<file path="src/rtl/core/aes_pkg.sv">
// ----------------------------------------------------------------------------
// aes_pkg
// Shared types, constants and byte functions of the AES block cipher.
// ----------------------------------------------------------------------------
package aes_pkg;

    localparam int STATE_COLUMNS   = 4;
    localparam int KEY_STORE_WORDS = 60;
    localparam int KEY_ADDR_W      = $clog2(KEY_STORE_WORDS);
    localparam int KEY_ROUNDS      = KEY_STORE_WORDS / STATE_COLUMNS;
    localparam int RK_ADDR_W       = $clog2(KEY_ROUNDS);
    localparam int FIFO_DEPTH      = 2;

    typedef enum logic [1:0] {
        CMD_LOAD    = 2'd0,
        CMD_ENCRYPT = 2'd1,
        CMD_DECRYPT = 2'd2,
        CMD_NONE    = 2'd3
    } cmd_t;

    typedef enum logic [1:0] {
        MODE_128 = 2'd0,
        MODE_192 = 2'd1,
        MODE_256 = 2'd2,
        MODE_SAT = 2'd3
    } mode_t;

    typedef enum logic [1:0] {
        ST_IDLE  = 2'd0,
        ST_ROUND = 2'd1,
        ST_DONE  = 2'd2
    } eng_state_t;

    typedef struct packed {
        logic                  load;
        logic                  decrypt;
        logic [KEY_ADDR_W-1:0] key_addr;
        logic [31:0]           key_data;
        logic [127:0]          block;
    } job_t;

    function automatic logic [7:0] sbox(input logic [7:0] a);
        logic [7:0] t [256];
        t = '{
        8'h63,8'h7c,8'h77,8'h7b,8'hf2,8'h6b,8'h6f,8'hc5,8'h30,8'h01,8'h67,8'h2b,8'hfe,8'hd7,8'hab,8'h76,
        8'hca,8'h82,8'hc9,8'h7d,8'hfa,8'h59,8'h47,8'hf0,8'had,8'hd4,8'ha2,8'haf,8'h9c,8'ha4,8'h72,8'hc0,
        8'hb7,8'hfd,8'h93,8'h26,8'h36,8'h3f,8'hf7,8'hcc,8'h34,8'ha5,8'he5,8'hf1,8'h71,8'hd8,8'h31,8'h15,
        8'h04,8'hc7,8'h23,8'hc3,8'h18,8'h96,8'h05,8'h9a,8'h07,8'h12,8'h80,8'he2,8'heb,8'h27,8'hb2,8'h75,
        8'h09,8'h83,8'h2c,8'h1a,8'h1b,8'h6e,8'h5a,8'ha0,8'h52,8'h3b,8'hd6,8'hb3,8'h29,8'he3,8'h2f,8'h84,
        8'h53,8'hd1,8'h00,8'hed,8'h20,8'hfc,8'hb1,8'h5b,8'h6a,8'hcb,8'hbe,8'h39,8'h4a,8'h4c,8'h58,8'hcf,
        8'hd0,8'hef,8'haa,8'hfb,8'h43,8'h4d,8'h33,8'h85,8'h45,8'hf9,8'h02,8'h7f,8'h50,8'h3c,8'h9f,8'ha8,
        8'h51,8'ha3,8'h40,8'h8f,8'h92,8'h9d,8'h38,8'hf5,8'hbc,8'hb6,8'hda,8'h21,8'h10,8'hff,8'hf3,8'hd2,
        8'hcd,8'h0c,8'h13,8'hec,8'h5f,8'h97,8'h44,8'h17,8'hc4,8'ha7,8'h7e,8'h3d,8'h64,8'h5d,8'h19,8'h73,
        8'h60,8'h81,8'h4f,8'hdc,8'h22,8'h2a,8'h90,8'h88,8'h46,8'hee,8'hb8,8'h14,8'hde,8'h5e,8'h0b,8'hdb,
        8'he0,8'h32,8'h3a,8'h0a,8'h49,8'h06,8'h24,8'h5c,8'hc2,8'hd3,8'hac,8'h62,8'h91,8'h95,8'he4,8'h79,
        8'he7,8'hc8,8'h37,8'h6d,8'h8d,8'hd5,8'h4e,8'ha9,8'h6c,8'h56,8'hf4,8'hea,8'h65,8'h7a,8'hae,8'h08,
        8'hba,8'h78,8'h25,8'h2e,8'h1c,8'ha6,8'hb4,8'hc6,8'he8,8'hdd,8'h74,8'h1f,8'h4b,8'hbd,8'h8b,8'h8a,
        8'h70,8'h3e,8'hb5,8'h66,8'h48,8'h03,8'hf6,8'h0e,8'h61,8'h35,8'h57,8'hb9,8'h86,8'hc1,8'h1d,8'h9e,
        8'he1,8'hf8,8'h98,8'h11,8'h69,8'hd9,8'h8e,8'h94,8'h9b,8'h1e,8'h87,8'he9,8'hce,8'h55,8'h28,8'hdf,
        8'h8c,8'ha1,8'h89,8'h0d,8'hbf,8'he6,8'h42,8'h68,8'h41,8'h99,8'h2d,8'h0f,8'hb0,8'h54,8'hbb,8'h16
        };
        return t[a];
    endfunction

    function automatic logic [7:0] inv_sbox(input logic [7:0] a);
        logic [7:0] t [256];
        t = '{
        8'h52,8'h09,8'h6a,8'hd5,8'h30,8'h36,8'ha5,8'h38,8'hbf,8'h40,8'ha3,8'h9e,8'h81,8'hf3,8'hd7,8'hfb,
        8'h7c,8'he3,8'h39,8'h82,8'h9b,8'h2f,8'hff,8'h87,8'h34,8'h8e,8'h43,8'h44,8'hc4,8'hde,8'he9,8'hcb,
        8'h54,8'h7b,8'h94,8'h32,8'ha6,8'hc2,8'h23,8'h3d,8'hee,8'h4c,8'h95,8'h0b,8'h42,8'hfa,8'hc3,8'h4e,
        8'h08,8'h2e,8'ha1,8'h66,8'h28,8'hd9,8'h24,8'hb2,8'h76,8'h5b,8'ha2,8'h49,8'h6d,8'h8b,8'hd1,8'h25,
        8'h72,8'hf8,8'hf6,8'h64,8'h86,8'h68,8'h98,8'h16,8'hd4,8'ha4,8'h5c,8'hcc,8'h5d,8'h65,8'hb6,8'h92,
        8'h6c,8'h70,8'h48,8'h50,8'hfd,8'hed,8'hb9,8'hda,8'h5e,8'h15,8'h46,8'h57,8'ha7,8'h8d,8'h9d,8'h84,
        8'h90,8'hd8,8'hab,8'h00,8'h8c,8'hbc,8'hd3,8'h0a,8'hf7,8'he4,8'h58,8'h05,8'hb8,8'hb3,8'h45,8'h06,
        8'hd0,8'h2c,8'h1e,8'h8f,8'hca,8'h3f,8'h0f,8'h02,8'hc1,8'haf,8'hbd,8'h03,8'h01,8'h13,8'h8a,8'h6b,
        8'h3a,8'h91,8'h11,8'h41,8'h4f,8'h67,8'hdc,8'hea,8'h97,8'hf2,8'hcf,8'hce,8'hf0,8'hb4,8'he6,8'h73,
        8'h96,8'hac,8'h74,8'h22,8'he7,8'had,8'h35,8'h85,8'he2,8'hf9,8'h37,8'he8,8'h1c,8'h75,8'hdf,8'h6e,
        8'h47,8'hf1,8'h1a,8'h71,8'h1d,8'h29,8'hc5,8'h89,8'h6f,8'hb7,8'h62,8'h0e,8'haa,8'h18,8'hbe,8'h1b,
        8'hfc,8'h56,8'h3e,8'h4b,8'hc6,8'hd2,8'h79,8'h20,8'h9a,8'hdb,8'hc0,8'hfe,8'h78,8'hcd,8'h5a,8'hf4,
        8'h1f,8'hdd,8'ha8,8'h33,8'h88,8'h07,8'hc7,8'h31,8'hb1,8'h12,8'h10,8'h59,8'h27,8'h80,8'hec,8'h5f,
        8'h60,8'h51,8'h7f,8'ha9,8'h19,8'hb5,8'h4a,8'h0d,8'h2d,8'he5,8'h7a,8'h9f,8'h93,8'hc9,8'h9c,8'hef,
        8'ha0,8'he0,8'h3b,8'h4d,8'hae,8'h2a,8'hf5,8'hb0,8'hc8,8'heb,8'hbb,8'h3c,8'h83,8'h53,8'h99,8'h61,
        8'h17,8'h2b,8'h04,8'h7e,8'hba,8'h77,8'hd6,8'h26,8'he1,8'h69,8'h14,8'h63,8'h55,8'h21,8'h0c,8'h7d
        };
        return t[a];
    endfunction

    function automatic logic [7:0] xt(input logic [7:0] a);
        return {a[6:0], 1'b0} ^ (a[7] ? 8'h1b : 8'h00);
    endfunction

    function automatic logic [31:0] mix_col(input logic [31:0] c, input logic inv);
        logic [7:0] b [4];
        logic [7:0] x2 [4];
        logic [7:0] x4 [4];
        logic [7:0] x8 [4];
        logic [7:0] m1 [4];
        logic [7:0] m2 [4];
        logic [7:0] m3 [4];
        logic [7:0] r  [4];
        for (int i = 0; i < 4; i++)
        begin
            b[i]  = c[31-8*i -: 8];
            x2[i] = xt(b[i]);
            x4[i] = xt(x2[i]);
            x8[i] = xt(x4[i]);
            if (inv)
            begin
                m1[i] = x8[i] ^ x4[i] ^ x2[i];
                m2[i] = x8[i] ^ x2[i] ^ b[i];
                m3[i] = x8[i] ^ x4[i] ^ b[i];
            end
            else
            begin
                m1[i] = x2[i];
                m2[i] = x2[i] ^ b[i];
                m3[i] = b[i];
            end
        end
        for (int i = 0; i < 4; i++)
        begin
            if (inv)
            begin
                r[i] = m1[i] ^ m2[(i+1)%4] ^ m3[(i+2)%4] ^ (x8[(i+3)%4] ^ b[(i+3)%4]);
            end
            else
            begin
                r[i] = m1[i] ^ m2[(i+1)%4] ^ b[(i+2)%4] ^ b[(i+3)%4];
            end
        end
        return {r[0], r[1], r[2], r[3]};
    endfunction

endpackage

</file>
<file path="src/rtl/core/aes_front.sv">
// ----------------------------------------------------------------------------
// aes_front
// Classifies input transfers: key loads and blocks enter a short job queue,
// in order, that feeds the round engine; other items are dropped.
// ----------------------------------------------------------------------------
module aes_front (
    input  logic              clk,
    input  logic              rst_n,
    input  logic              push,
    output logic              full,
    input  logic [1:0]        cmd,
    input  logic [5:0]        key_word_index,
    input  logic [31:0]       key_word,
    input  logic [63:0]       block_hi,
    input  logic [63:0]       block_lo,
    output logic              job_valid,
    output aes_pkg::job_t     job,
    input  logic              job_take
);
    import aes_pkg::*;

    localparam int PTR_W = $clog2(FIFO_DEPTH);

    job_t             fifo_reg [FIFO_DEPTH];
    logic [PTR_W-1:0] wp_reg, rp_reg;
    logic [PTR_W:0]   cnt_reg;
    logic             acc, is_blk, is_load, enq;

    assign full    = (cnt_reg == (PTR_W+1)'(FIFO_DEPTH));
    assign acc     = push && !full;
    assign is_blk  = (cmd_t'(cmd) == CMD_ENCRYPT) || (cmd_t'(cmd) == CMD_DECRYPT);
    assign is_load = (cmd_t'(cmd) == CMD_LOAD) && (key_word_index < 6'(KEY_STORE_WORDS));
    assign enq     = acc && (is_blk || is_load);

    assign job_valid = (cnt_reg != '0);
    assign job       = fifo_reg[rp_reg];

    always_ff @(posedge clk)
    begin
        if (enq)
        begin
            fifo_reg[wp_reg] <= '{load: is_load,
                                  decrypt: (cmd_t'(cmd) == CMD_DECRYPT),
                                  key_addr: key_word_index[KEY_ADDR_W-1:0],
                                  key_data: key_word,
                                  block: {block_hi, block_lo}};
        end
    end

    always_ff @(posedge clk or negedge rst_n)
    begin
        if (!rst_n)
        begin
            wp_reg  <= '0;
            rp_reg  <= '0;
            cnt_reg <= '0;
        end
        else
        begin
            if (enq)
            begin
                wp_reg <= wp_reg + 1'b1;
            end
            if (job_take)
            begin
                rp_reg <= rp_reg + 1'b1;
            end
            cnt_reg <= cnt_reg + (PTR_W+1)'(enq) - (PTR_W+1)'(job_take);
        end
    end

endmodule

</file>
<file path="config.mk">
export PLATFORM = sky130hd
export DESIGN_NAME = aes_front
export DESIGN_NICKNAME = d
export VERILOG_FILES = /design/src/rtl/core/aes_pkg.sv /design/src/rtl/core/aes_front.sv
export SDC_FILE = /design/constraint.sdc
export NUM_CORES = 1
export LEC_CHECK = 0
export ABC_AREA = 1
export BUFFER_PORTS_ARGS = -buffer_cell sky130_fd_sc_hd__buf_2
export CAP_MARGIN = 20
export CORE_ASPECT_RATIO = 2
export CORE_UTILIZATION = 45
export CTS_CLUSTER_DIAMETER = 100
export DETAILED_ROUTE_END_ITERATION = 16
export PLACE_DENSITY = 0.7
export SETUP_SLACK_MARGIN = 0.3
export SLEW_MARGIN = 20
export SYNTH_ARGS = -nofsm -noshare
export SYNTH_HDL_FRONTEND = slang
export SYNTH_SLANG_ARGS = --single-unit
</file>
<file path="constraint.sdc">
create_clock -name clk -period 12.85 [get_ports clk]
set_input_delay 3.855 -clock clk [delete_from_list [all_inputs] [get_ports clk]]
set_output_delay 3.855 -clock clk [all_outputs]
set_load 0.005 [all_outputs]
</file>
==> impl_metrics.py <==
metrics = {
    "clock_network": {
        "cts-root-buf": "clkbuf_16",
        "htreeDepth": 1,
        "clkTransAtPathRegs_ns": 0.06,
        "cts_buffers": 29,
        "clock_latency_ns": 0.56,
        "cts_sinks": 340,
        "clockBufferDepth": 3,
        "cts_tree": "yes",
        "post_cts_buffers": 0,
        "hold_buffers": 0,
        "cts_resized": 0,
    },
    "power_and_ir_drop": {
        "p_leak_nw": 6.16,
        "power_density_nw_per_um2": 203,
        "vdd_drop_max_mv": 0.178,
        "p_total_mw": 3.20,
    },
    "routing": {
        "drc": 0,
        "vias_per_cell": 4.88,
        "vias": 6342,
        "drt-total-wl_mm": 24.8,
        "first_iter_violations": 362,
        "dr.pass1.iters": 6,
        "wl_per_cell_um": 19.1,
        "drt.antenna.violating_nets": 0,
    },
    "synthesis": {
        "synth_area_sq_um": 12800,
        "ys_warn_count": 0,
        "syn_nets": 731,
        "synth-seq-cells": 340,
        "ys_types": 15,
        "syn_inst": 555,
        "ys_seq_area_frac": 0.796,
        "synth.avg_cell_area_sq_um": 23.1,
    },
    "timing": {
        "period_needed_ns": 7.08,
        "setup_slack_ns": 5.77,
        "period_share": 0.551,
        "hold_viol_final": 0,
        "fin_setup_tns_ns": 0,
        "max_slew_margin": 0.276,
        "fmax_mhz": 141,
        "whs_ns": 0.501,
        "setup_viol": 0,
        "tightest_slew_ns": 1.09,
        "grt_setup_unrepaired": "no",
        "clock_skew_ns": 0.0141,
        "slew_violations": 0,
    },
    "floorplanning": {
        "die_area_sq_um": 29200,
        "die_y_um": 241,
        "die_w_um": 121,
        "num_rows": 87,
        "initial_core_util": 0.456,
        "core-area_sq_um": 28100,
        "io_pins": 342,
    },
    "worst_setup_path": {
        "path_class": "register to output port",
        "cp-start-kind": "register",
        "r2r_setup_slack_ns": 9.89,
        "ff2ff_path_depth": 6,
        "worst-path-max-fanout": 67,
        "critical_path_required_ns": 8.99,
        "r2r-start": "cnt_reg[1]",
        "r2r_end": "fifo_reg[0][41]",
        "end_kind": "output port",
        "critPathArrivalTime_ns": 3.22,
    },
    "cells_and_area": {
        "nFillCells": 2268,
        "fin_area_sq_um": 15800,
        "synthToLayoutAreaGrowth_pct": 23.1,
        "nets": 1089,
        "post_route_cells_drive_above_1_share": 0.599,
        "post-route-util": 0.561,
        "largest_register_ffs": 336,
        "stdcell_count": 1299,
    },
    "placed_design": {
        "gp_congestion": 0.744,
        "portBuffers": 341,
        "placedCellCount": 1238,
        "post-place-ws_ns": 6.20,
        "dpl_cell_area_sq_um": 14800,
        "hpwl_mm": 16.5,
    },
    "worst_hold_path": {
        "min_to": "wp_reg",
        "hp-start": "wp_reg",
        "hold_depth": 2,
        "hold_path.class": "register to register",
    },
    "status": {
        "status": "finished clean",
    },
    "grt": {
        "grt_antenna_before_repair": 9,
        "grt_max_degree": 95,
        "grt.overflow.total": 0,
        "grt_pass1_wl_mm": 35.1,
        "grt_pass1_vias": 6416,
        "grt_usage": 0.162,
    },
    "flow_run": {
        "maxCapViolations": 0,
    },
}
-- Yosys cell counts --
| cell | instances | area, sq um |
|---|---|---|
| nor2_1 | 3 | 11.3 |
| xor2_1 | 2 | 17.5 |
| buf_2 | 5 | 25.0 |
| mux2_4 | 101 | 1520 |
| mux2_2 | 67 | 754 |
| buf_6 | 14 | 158 |
| nand2_1 | 6 | 22.5 |
| edfxtp_1 | 336 | 10100 |
| xnor2_1 | 1 | 8.76 |
| nand3_1 | 1 | 5.00 |
| ha_1 | 4 | 50.1 |
| or2_2 | 1 | 6.26 |
| o21ai_0 | 1 | 5.00 |
| dfrtp_1 | 4 | 100 |
| inv_1 | 9 | 33.8 |
-- cell usage in the layout, fill, tap and decap left out --
| master | synthesis | routed |
|---|---|---|
| nand2_1 | 6 | 6 |
| bufinv_16 | 0 | 3 |
| buf_2 | 5 | 341 |
| clkinv_1 | 0 | 11 |
| mux2_2 | 67 | 67 |
| clkbuf_16 | 0 | 29 |
| or2_2 | 1 | 1 |
| edfxtp_1 | 336 | 336 |
| nand3_1 | 1 | 1 |
| xnor2_1 | 1 | 1 |
| nor2_1 | 3 | 2 |
| dfrtp_4 | 0 | 1 |
| dfrtp_1 | 4 | 3 |
| diode_2 | 0 | 9 |
| xor2_1 | 2 | 2 |
| nor2_4 | 0 | 1 |
| ha_1 | 4 | 4 |
| o21ai_0 | 1 | 1 |
| mux2_4 | 101 | 101 |
| inv_6 | 0 | 3 |
| buf_4 | 0 | 5 |
| inv_1 | 9 | 8 |
| clkinv_2 | 0 | 7 |
-- worst max-delay path: stages, from the launching register on --
cell	delay, ns
dfrtp_4	1.09
buf_4	0.91
mux2_2	0.43
buf_2	0.13
-- metal layers --
layer,part of all wire,track usage
met5,0.00052,0
met4,0.035,0.0808
met3,0.066,0.0383
met2,0.57,0.307
met1,0.33,0.161
-- power breakdown --
part	leakage (nW)	internal, mW	switching (mW)
registers	3.13	1.42	0.0820
logic	2.58	0.474	0.386
clock network	0.454	0.470	0.375
-- cells by family after synthesis --
family	after synthesis	share of synthesized area
XOR/XNOR	3	0.00205
AND/OR/NAND/NOR	11	0.00352
flip-flops	340	0.796
adder cells (fa/ha/maj)	4	0.00391
buffers and inverters	28	0.0169
multiplexers	168	0.177
AO/OA/AOI/OAI	1	0.000391
-- final cells by class --
class / instances / area [sq um] / share of cell area
Sequential cell: 340 / 10200 / 0.647
Antenna cell: 9 / 22.5 / 0.00143
Inverter: 9 / 38.8 / 0.00246
Clock buffer: 29 / 726 / 0.0460
Clock inverter: 23 / 184 / 0.0117
Multi-Input combinational cell: 187 / 2400 / 0.153
Tap cell: 356 / 445 / 0.0283
Timing Repair Buffer: 346 / 1740 / 0.111
-- worst max-delay path by stage --
stage,startpoint,slack (ns),end
6_report,rp_reg,5.77,job[157]
5_1_grt,rp_reg,5.60,job[157]
4_1_cts,rp_reg,5.70,job[132]
3_5_place_dp,cmd[0],6.20,fifo_reg[0][135]
3_3_place_gp,cmd[0],6.22,fifo_reg[0][138]
2_1_floorplan,cmd[0],0.85,fifo_reg[1][0]
Note: power is estimated with default switching activity, not from simulation.
